File: src/design/lkvc_pkg.sv
package lkvc_pkg;

  localparam int KEY_W   = 32;
  localparam int VALUE_W = 32;
  localparam int CAP_W   = 5;

  localparam logic [CAP_W-1:0] CAPACITY_RESET = 5'd16;

  // Operation codes carried in the opcode field.
  localparam logic OP_GET = 1'b0;
  localparam logic OP_PUT = 1'b1;

  // Returned on a get miss and for every put.
  localparam logic signed [VALUE_W-1:0] MISS_VALUE = '1;

endpackage

File: src/design/lkvc_req_if.sv
interface lkvc_req_if;
  logic                                 valid;
  logic                                 ready;
  logic                                 opcode;
  logic signed [lkvc_pkg::KEY_W-1:0]    lookup_key;
  logic signed [lkvc_pkg::VALUE_W-1:0]  store_value;

  modport source (output valid, output opcode, output lookup_key, output store_value,
                  input ready);
  modport sink (input valid, input opcode, input lookup_key, input store_value,
                output ready);
endinterface

File: src/design/lkvc_rsp_if.sv
interface lkvc_rsp_if;
  logic                                 valid;
  logic                                 ready;
  logic                                 found;
  logic signed [lkvc_pkg::VALUE_W-1:0]  read_value;

  modport source (output valid, output found, output read_value, input ready);
  modport sink (input valid, input found, input read_value, output ready);
endinterface

File: src/design/lkvc_cfg_if.sv
interface lkvc_cfg_if;
  logic                          valid;
  logic                          ready;
  logic [lkvc_pkg::CAP_W-1:0]    capacity;

  modport source (output valid, output capacity, input ready);
  modport sink (input valid, input capacity, output ready);
endinterface

File: src/design/lkvc_ram.sv
// Simple dual-port RAM: one write port, one read port with registered data.
module lkvc_ram #(
  parameter int WIDTH = 8,
  parameter int DEPTH = 16,
  localparam int ADDR_W = (DEPTH > 1) ? $clog2(DEPTH) : 1
) (
  input  logic                    clk,
  input  logic                    we,
  input  logic [ADDR_W-1:0]       waddr,
  input  logic [WIDTH-1:0]        wdata,
  input  logic [ADDR_W-1:0]       raddr,
  output logic [WIDTH-1:0]        rdata
);

  logic [WIDTH-1:0] mem [DEPTH];

  always_ff @(posedge clk) begin
    if (we) begin
      mem[waddr] <= wdata;
    end
    rdata <= mem[raddr];
  end

endmodule

File: src/design/lru_key_value_cache.sv
// Channel  Role    Payload                                  Transaction
// -------  ------  ---------------------------------------  -------------------------
// req      sink    opcode, lookup_key, store_value          one get or put operation
// rsp      source  found, read_value                        one result per operation
// cfg      sink    capacity                                 one capacity register write
//
// Each operation scans all entries once for the key, the least recent and the first free
// entry, then, unless it is a get miss or a put that cannot store, a second pass ages ranks
// and writes the target back. The result is loaded in the done state after the last pass;
// each pass reads the entries one by one through the single read port of the entry RAM.
// Reset is synchronous; it clears the valid bits and occupancy and sets capacity to 16.
// A request is taken while the previous result still waits; its own result then waits.
module lru_key_value_cache #(
  parameter int ENTRIES = 16
) (
  input  logic        clk,
  input  logic        rst,
  lkvc_req_if.sink    req,
  lkvc_rsp_if.source  rsp,
  lkvc_cfg_if.sink    cfg
);

  localparam int IW     = (ENTRIES > 1) ? $clog2(ENTRIES) : 1;
  localparam int RW     = IW;
  localparam int CNT_W  = $clog2(ENTRIES + 1);
  localparam int CW     = (CNT_W > lkvc_pkg::CAP_W) ? CNT_W : lkvc_pkg::CAP_W;
  localparam int KW     = lkvc_pkg::KEY_W;
  localparam int VW     = lkvc_pkg::VALUE_W;
  localparam int WORD_W = KW + VW + RW;

  typedef enum logic [2:0] {
    S_IDLE,
    S_SCAN,
    S_DECIDE,
    S_UPDATE,
    S_DONE
  } state_t;

  state_t state;

  // Operation being served.
  logic                 op_q;
  logic signed [KW-1:0] key_q;
  logic signed [VW-1:0] val_q;

  // Control state.
  logic [ENTRIES-1:0]       valid_q;
  logic [CNT_W-1:0]         occ_q;
  logic [lkvc_pkg::CAP_W-1:0] cap_q;

  // Read sequencing: iss is the address issued this cycle, pend_idx the entry whose
  // data shows up on the RAM output this cycle.
  logic          iss_on;
  logic [IW-1:0] iss;
  logic          rd_pend;
  logic [IW-1:0] pend_idx;

  // Results of the lookup pass.
  logic          hit_q;
  logic [IW-1:0] hit_idx;
  logic [RW-1:0] hit_rank;
  logic [VW-1:0] hit_val;
  logic          vic_any;
  logic [IW-1:0] vic_idx;
  logic [RW-1:0] vic_rank;
  logic          free_any;
  logic [IW-1:0] free_idx;

  // Plan for the update pass.
  logic          age_all;
  logic          wr_kv;
  logic [IW-1:0] tgt_idx;
  logic [RW-1:0] thr_rank;

  // Output register.
  logic                 out_valid;
  logic                 out_found;
  logic signed [VW-1:0] out_value;

  // RAM port signals.
  logic              ram_we;
  logic [IW-1:0]     ram_waddr;
  logic [WORD_W-1:0] ram_wdata;
  logic [WORD_W-1:0] ram_rdata;

  logic [KW-1:0] e_key;
  logic [VW-1:0] e_val;
  logic [RW-1:0] e_rank;
  logic          e_valid;
  logic          last_data;
  logic          is_put;
  logic          occ_lt_cap;
  logic [CW-1:0] cap_ext;
  logic [CW-1:0] eff_cap;
  logic          out_free;

  lkvc_ram #(
    .WIDTH (WORD_W),
    .DEPTH (ENTRIES)
  ) u_entry_ram (
    .clk   (clk),
    .we    (ram_we),
    .waddr (ram_waddr),
    .wdata (ram_wdata),
    .raddr (iss),
    .rdata (ram_rdata)
  );

  assign {e_key, e_val, e_rank} = ram_rdata;
  assign e_valid   = valid_q[pend_idx];
  assign last_data = rd_pend && (pend_idx == IW'(ENTRIES - 1));
  assign is_put    = (op_q == lkvc_pkg::OP_PUT);

  // A capacity of zero acts as one; anything above the entry count saturates.
  always_comb begin
    cap_ext = CW'(cap_q);
    if (cap_q == '0) begin
      eff_cap = CW'(1);
    end else if (cap_ext > CW'(ENTRIES)) begin
      eff_cap = CW'(ENTRIES);
    end else begin
      eff_cap = cap_ext;
    end
  end

  assign occ_lt_cap = (CW'(occ_q) < eff_cap);

  // Update pass write-back. The target becomes the most recent entry; other valid
  // entries that were more recent than the target's old rank age by one. A fill ages
  // every valid entry.
  always_comb begin
    ram_we    = 1'b0;
    ram_waddr = pend_idx;
    ram_wdata = ram_rdata;
    if (state == S_UPDATE && rd_pend) begin
      if (pend_idx == tgt_idx) begin
        ram_we    = 1'b1;
        ram_wdata = {(wr_kv ? KW'(key_q) : e_key), (wr_kv ? VW'(val_q) : e_val), RW'(0)};
      end else if (e_valid && (age_all || e_rank < thr_rank)) begin
        ram_we    = 1'b1;
        ram_wdata = {e_key, e_val, e_rank + RW'(1)};
      end
    end
  end

  assign out_free  = !out_valid || rsp.ready;
  assign req.ready = (state == S_IDLE);
  assign cfg.ready = 1'b1;

  assign rsp.valid      = out_valid;
  assign rsp.found      = out_found;
  assign rsp.read_value = out_value;

  always_ff @(posedge clk) begin
    if (rst) begin
      state     <= S_IDLE;
      valid_q   <= '0;
      occ_q     <= '0;
      cap_q     <= lkvc_pkg::CAPACITY_RESET;
      iss_on    <= 1'b0;
      iss       <= '0;
      rd_pend   <= 1'b0;
      out_valid <= 1'b0;
    end else begin
      if (cfg.valid) begin
        cap_q <= cfg.capacity;
      end

      if (rsp.ready) begin
        out_valid <= 1'b0;
      end

      // Read issue runs through all entries once per pass.
      rd_pend  <= iss_on;
      pend_idx <= iss;
      if (iss_on) begin
        if (iss == IW'(ENTRIES - 1)) begin
          iss_on <= 1'b0;
        end else begin
          iss <= iss + IW'(1);
        end
      end

      case (state)
        S_IDLE: begin
          if (req.valid) begin
            op_q     <= req.opcode;
            key_q    <= req.lookup_key;
            val_q    <= req.store_value;
            hit_q    <= 1'b0;
            vic_any  <= 1'b0;
            free_any <= 1'b0;
            iss      <= '0;
            iss_on   <= 1'b1;
            state    <= S_SCAN;
          end
        end

        S_SCAN: begin
          if (rd_pend) begin
            if (e_valid && e_key == KW'(key_q) && !hit_q) begin
              hit_q    <= 1'b1;
              hit_idx  <= pend_idx;
              hit_rank <= e_rank;
              hit_val  <= e_val;
            end
            // Strictly greater keeps the lowest index on a tie.
            if (e_valid && (!vic_any || e_rank > vic_rank)) begin
              vic_any  <= 1'b1;
              vic_idx  <= pend_idx;
              vic_rank <= e_rank;
            end
            if (!e_valid && !free_any) begin
              free_any <= 1'b1;
              free_idx <= pend_idx;
            end
          end
          if (last_data) begin
            state <= S_DECIDE;
          end
        end

        S_DECIDE: begin
          age_all <= 1'b0;
          wr_kv   <= is_put;
          state   <= S_UPDATE;
          iss     <= '0;
          iss_on  <= 1'b1;
          if (hit_q) begin
            tgt_idx  <= hit_idx;
            thr_rank <= hit_rank;
          end else if (!is_put) begin
            iss_on <= 1'b0;
            state  <= S_DONE;
          end else if (occ_lt_cap) begin
            if (free_any) begin
              tgt_idx           <= free_idx;
              age_all           <= 1'b1;
              valid_q[free_idx] <= 1'b1;
              occ_q             <= occ_q + CNT_W'(1);
            end else begin
              iss_on <= 1'b0;
              state  <= S_DONE;
            end
          end else if (vic_any) begin
            tgt_idx  <= vic_idx;
            thr_rank <= vic_rank;
          end else begin
            iss_on <= 1'b0;
            state  <= S_DONE;
          end
        end

        S_UPDATE: begin
          if (last_data) begin
            state <= S_DONE;
          end
        end

        S_DONE: begin
          if (out_free) begin
            out_valid <= 1'b1;
            out_found <= hit_q;
            out_value <= (!is_put && hit_q) ? $signed(hit_val) : lkvc_pkg::MISS_VALUE;
            state     <= S_IDLE;
          end
        end

        default: begin
          state <= S_IDLE;
        end
      endcase
    end
  end

  // Occupancy always matches the number of valid entries.
  a_occ_matches_valid: assert property (@(posedge clk) disable iff (rst)
    CNT_W'($countones(valid_q)) == occ_q)
    else $error("occupancy count out of step with valid bits");

  // The entry RAM is written only during the update pass.
  a_write_in_update: assert property (@(posedge clk) disable iff (rst)
    ram_we |-> (state == S_UPDATE))
    else $error("entry RAM written outside the update pass");

  // A recorded hit always points at a valid entry.
  a_hit_is_valid: assert property (@(posedge clk) disable iff (rst)
    (state == S_DECIDE && hit_q) |-> valid_q[hit_idx])
    else $error("hit recorded on an invalid entry");

  // A recorded free slot is still free when the plan is made.
  a_free_is_free: assert property (@(posedge clk) disable iff (rst)
    (state == S_DECIDE && free_any) |-> !valid_q[free_idx])
    else $error("free slot recorded on a valid entry");

  // A result is loaded only at the end of an operation.
  a_result_from_done: assert property (@(posedge clk) disable iff (rst)
    $rose(out_valid) |-> ($past(state) == S_DONE))
    else $error("result loaded outside the done state");

endmodule

File: src/flat_wrapper.sv
// flat-port wrapper written by rule: the top's interface ports become plain ports
module lru_key_value_cache_flat 
#(
  parameter int ENTRIES = 16
)
  (clk, rst, req_valid, req_opcode, req_lookup_key, req_store_value, req_ready, rsp_valid, rsp_found, rsp_read_value, rsp_ready, cfg_valid, cfg_capacity, cfg_ready);
  lkvc_req_if req_i ();
  lkvc_rsp_if rsp_i ();
  lkvc_cfg_if cfg_i ();
  input  logic clk;
  input  logic rst;
  input wire logic [$bits(req_i.valid)-1:0] req_valid;
  input wire logic [$bits(req_i.opcode)-1:0] req_opcode;
  input wire logic [$bits(req_i.lookup_key)-1:0] req_lookup_key;
  input wire logic [$bits(req_i.store_value)-1:0] req_store_value;
  output wire logic [$bits(req_i.ready)-1:0] req_ready;
  output wire logic [$bits(rsp_i.valid)-1:0] rsp_valid;
  output wire logic [$bits(rsp_i.found)-1:0] rsp_found;
  output wire logic [$bits(rsp_i.read_value)-1:0] rsp_read_value;
  input wire logic [$bits(rsp_i.ready)-1:0] rsp_ready;
  input wire logic [$bits(cfg_i.valid)-1:0] cfg_valid;
  input wire logic [$bits(cfg_i.capacity)-1:0] cfg_capacity;
  output wire logic [$bits(cfg_i.ready)-1:0] cfg_ready;
  assign req_i.valid = req_valid;
  assign req_i.opcode = req_opcode;
  assign req_i.lookup_key = req_lookup_key;
  assign req_i.store_value = req_store_value;
  assign req_ready = req_i.ready;
  assign rsp_valid = rsp_i.valid;
  assign rsp_found = rsp_i.found;
  assign rsp_read_value = rsp_i.read_value;
  assign rsp_i.ready = rsp_ready;
  assign cfg_i.valid = cfg_valid;
  assign cfg_i.capacity = cfg_capacity;
  assign cfg_ready = cfg_i.ready;
  lru_key_value_cache #(.ENTRIES(ENTRIES)) u_core (.clk(clk), .rst(rst), .req(req_i), .rsp(rsp_i), .cfg(cfg_i));
endmodule
File: config.mk
export PLATFORM = sky130hd
export DESIGN_NAME = lru_key_value_cache_flat
export DESIGN_NICKNAME = d
export VERILOG_FILES = /design/src/design/lkvc_pkg.sv /design/src/design/lkvc_req_if.sv /design/src/design/lkvc_rsp_if.sv /design/src/design/lkvc_cfg_if.sv /design/src/design/lkvc_ram.sv /design/src/design/lru_key_value_cache.sv /design/src/flat_wrapper.sv
export SDC_FILE = /design/constraint.sdc
export NUM_CORES = 1
export LEC_CHECK = 0
export BUFFER_PORTS_ARGS = -buffer_cell sky130_fd_sc_hd__buf_2
export CAP_MARGIN = 20
export CORE_UTILIZATION = 60
export DETAILED_ROUTE_END_ITERATION = 8
export GPL_TIMING_DRIVEN = 0
export MAX_ROUTING_LAYER = met4
export PLACE_DENSITY = 0.78
export SLEW_MARGIN = 20
export SYNTH_ARGS = -nofsm -noshare
export SYNTH_HDL_FRONTEND = slang
export SYNTH_HIERARCHICAL = 1
export SYNTH_SLANG_ARGS = --single-unit
export TNS_END_PERCENT = 30
File: constraint.sdc
create_clock -name clk -period 21.4 [get_ports clk]
set_input_delay 2.14 -clock clk [delete_from_list [all_inputs] [get_ports clk]]
set_output_delay 2.14 -clock clk [all_outputs]
set_load 0.1 [all_outputs]
==> results.tsv <==
stage	metric	value	unit
layout	most common cell after layout, fill and taps aside	edfxtp_1	
sta	unrepaired setup endpoints after global routing	false	
pwr	total power	5.468	mW
worst_setup_path	CP Class	reg2reg	
yosys	yosys warns	6	
sta	Worst Max-Slew Pin Slew	1.182	ns
layout	non-filler instance count after layout	3879	
status	outcome	finished, final reports clean	
pwr	clock power share	0.436	
clock_tree	CTS max path bufs	3	
layout	cell area after layout	58680	um2
worst_setup_path	WP buf/inv	6	
drt	DR WL/cell	31.57	um
global_route	vias in the first global route	26936	
clock_tree	Max H-tree Level	4	
layout	Area Overhead vs Synth	15.98	%
sta	setup TNS	0	ns
sta	fmax	213.3	MHz
worst_setup_path	crit path launch type	register	
layout	commonest non-fill, non-tap cells in the layout	edfxtp_1, mux4_2, buf_2	
drt	drt pass-1 iters	6	
clock_tree	Hold Buf Count CTS	0	
yosys	sequential share of the synthesized area	0.7861	
placement	dpl cells	3627	
pwr	Seq pwr share	0.534	
yosys	Synth Area per Inst	21.57	um2
drt	Vias/cell	6.689	
pwr	internal power	4.361	mW
sta	Slew HR	0.2099	
worst_hold_path	HP Class	reg2reg	
pwr	maximum vdd drop	0.07467	mV
sta	Min Clock Period, post-route	4.688	ns
yosys	Post-synth EDFFs	1255	
worst_setup_path	Arrival @ worst endpoint	5.11	ns
layout	final net count	2775	
drt	final wirelength	122400	um
pwr	combinational share of power	0.030	
sta	final period utilization	0.2191	
die	Initial Utilization	0.6055	
worst_setup_path	CP peak stage delay	0.70	ns
clock_tree	Clock Tree Root	clkbuf_16	
worst_setup_path	Critical Path Start	u_core/pend_idx[1]$_DFFE_PN_	
die	core box area	83560	um2
sta	final hold slack	0.4237	ns
drt	# DRC	0	
die	die extent in y	292.4	um
worst_setup_path	CP Capture Type	register	
worst_setup_path	R2R Setup Slk	16.71	ns
global_route	largest net degree at the start of global routing	41	
clock_tree	clk sinks	1359	
worst_setup_path	CP max FO	11	
worst_hold_path	hold wc startpoint	u_core/u_entry_ram/rdata[23]$_DFF_P_	
global_route	initial antenna violation count	3	
die	# rows	106	
clock_tree	clock transition at the registers of the reported paths	0.06	ns
die	die width	292.4	um
yosys	Syn Nets	2434	
worst_hold_path	Worst Hold Depth	0	
yosys	Post-synth ARST share	0	
pwr	Net Sw Power	1.107	mW
layout	share of cells above drive strength 1	0.2873	
sta	Final setup viols	0	
drt	vias post-DR	25946	
sta	Final Hold Fails	0	
drt	initial DRC count	3485	
clock_tree	Skew-Pair Late Insertion Delay	0.74	ns
yosys	synthesis-stage register bit count	1359	
yosys	Primary FF master, synth	edfxtp_1	
placement	IO Port Bufs	107	
worst_setup_path	Stages on worst setup path	13	
flow_run	Max-Cap Viols	0	
placement	routability cong.	0.8267	
pwr	Net Sw Frac	0.2025	
die	I/O pin count	111	
clock_tree	postcts setup bufs	0	
clock_tree	CTS buffer count	135	
worst_setup_path	FF-to-FF Start	u_core/pend_idx[1]$_DFFE_PN_	
yosys	Mapped Cells	2345	
global_route	All-Layer GR Usage	0.3011	
sta	clk_skew	0.03068	ns
clock_tree	post-CTS sizing	0	
drt	Post-DRT Antenna Nets	0	
yosys	unique cell type count in the Yosys netlist	50	
global_route	grt total ovfl	0	
yosys	Syn Std Cell Area	50590	um2
pwr	Power Density	93.18	nW/um2
die	Die ar.	85480	um2
worst_setup_path	CP delay by family, top	buffers and inverters	
global_route	first-pass GRT wire length	177500	um
worst_setup_path	cells on worst reg2reg path	13	
worst_setup_path	critical path's slowest cell	nor3_2	
placement	placed cell area	54170	um2
pwr	leakage	18.83	nW
worst_setup_path	crit path cell chain	buf_6 -> mux4_1 -> mux2i_1 -> mux2_4 -> a211o_4 -> o21ai_0 -> nand3b_1 -> nor3_2 -> buf_6 -> buf_6 -> buf_4 -> buf_4 -> buf_4	
sta	Max Slew Vio Count	0	
clock_tree	CTS tree	yes	
worst_setup_path	Crit path required time	21.82	ns
placement	HPWL after DPL	73620	um
[worst paths after layout]
| path | to |
|---|---|
| setup / recovery | u_core/u_entry_ram/mem[8][53]$_DFFE_PP_ |
| hold / removal | u_core/hit_val[19]$_DFFE_PP_ |
| setup reg to reg | u_core/u_entry_ram/mem[8][53]$_DFFE_PP_ |
| hold reg to reg | u_core/hit_val[19]$_DFFE_PP_ |
[worst reg2reg max path, stage by stage, from the launching register on]
cell	delay, ns
edfxtp_1	0.58
buf_6	0.23
mux4_1	0.34
mux2i_1	0.09
mux2_4	0.35
a211o_4	0.37
o21ai_0	0.23
nand3b_1	0.42
nor3_2	0.70
buf_6	0.26
buf_6	0.17
buf_4	0.22
buf_4	0.23
buf_4	0.22
[layout make-up]
class                           instances  area, um2
Buffer                                111      508.0
Antenna cell                            1      2.502
Timing Repair Buffer                  204       2113
Inverter                               12      45.04
Clock inverter                         65      782.0
Multi-Input combinational cell        863      10400
Sequential cell                      1359      39770
Tap cell                             1080       1351
Clock buffer                          184       3706
Fill cell                            4691      24880
[synth_stat cells (4+ instances only)]
master | instances | area [um2]
edfxtp_1 | 1255 | 37690
mux4_2 | 272 | 6126
a22oi_1 | 137 | 1028
dfxtp_1 | 104 | 2082
nand2_1 | 95 | 356.6
mux2_2 | 66 | 743.2
clkbuf_1 | 61 | 229.0
nor2_1 | 60 | 225.2
nand2b_1 | 40 | 250.2
buf_2 | 34 | 170.2
xor2_1 | 32 | 280.3
a21oi_1 | 21 | 105.1
o21ai_0 | 15 | 75.07
ha_1 | 14 | 175.2
inv_1 | 12 | 45.04
mux2i_1 | 12 | 120.1
xnor2_1 | 11 | 96.34
buf_4 | 9 | 67.56
nor2b_1 | 9 | 56.30
nor3_1 | 9 | 45.04
nand4_1 | 8 | 50.05
nor4_1 | 8 | 50.05
a31oi_1 | 6 | 37.54
nand3_1 | 6 | 30.03
buf_1 | 5 | 18.77
and3_1 | 4 | 25.02
mux4_1 | 4 | 105.1
[power groups by stage]
stage | combinational [mW] | sequential (mW) | clock, mW
2_1_floorplan | 0.113 | 2.97 | 0
3_3_place_gp | 0.152 | 2.97 | 0
3_5_place_dp | 0.161 | 2.97 | 0
4_1_cts | 0.165 | 2.92 | 2.41
5_1_grt | 0.175 | 2.92 | 2.51
6_report | 0.165 | 2.92 | 2.38
[routing by layer]
layer,global-route usage,routed length [um]
met5,-,0
met1,0.3732,43180
met2,0.4938,62220
met3,0.05623,11880
met4,0.1251,5161
[sequential cells by signal, indices dropped and copies added, names as in the netlist, 5 cells and up]
register / count
u_core/key_q: 32
u_core/u_entry_ram/rdata: 68
u_core/valid_q: 16
u_core/val_q: 32
u_core/occ_q: 5
u_core/hit_val: 32
u_core/cap_ext: 5
u_core/rsp.read_value: 32
u_core/u_entry_ram/mem: 1088
[metrics by stage]
stage                 util  setup slack, ns
floorplan                -            13.86
global placement    0.6281            8.158
detailed placement  0.6483            16.82
CTS                 0.7020            16.74
global route        0.7022            16.55
finish              0.7022            16.71
[cells by family after synthesis]
family                     synth area share
DFF                                  0.7861
muxes                                0.1405
and+or+nand+nor                     0.02362
AOI/OAI and AO/OA                   0.02787
buffers and inverters               0.01093
xor gates and xnor gates           0.007444
adders and majority gates          0.003462
other                            0.00007412
(Power assumes the default switching activity.)
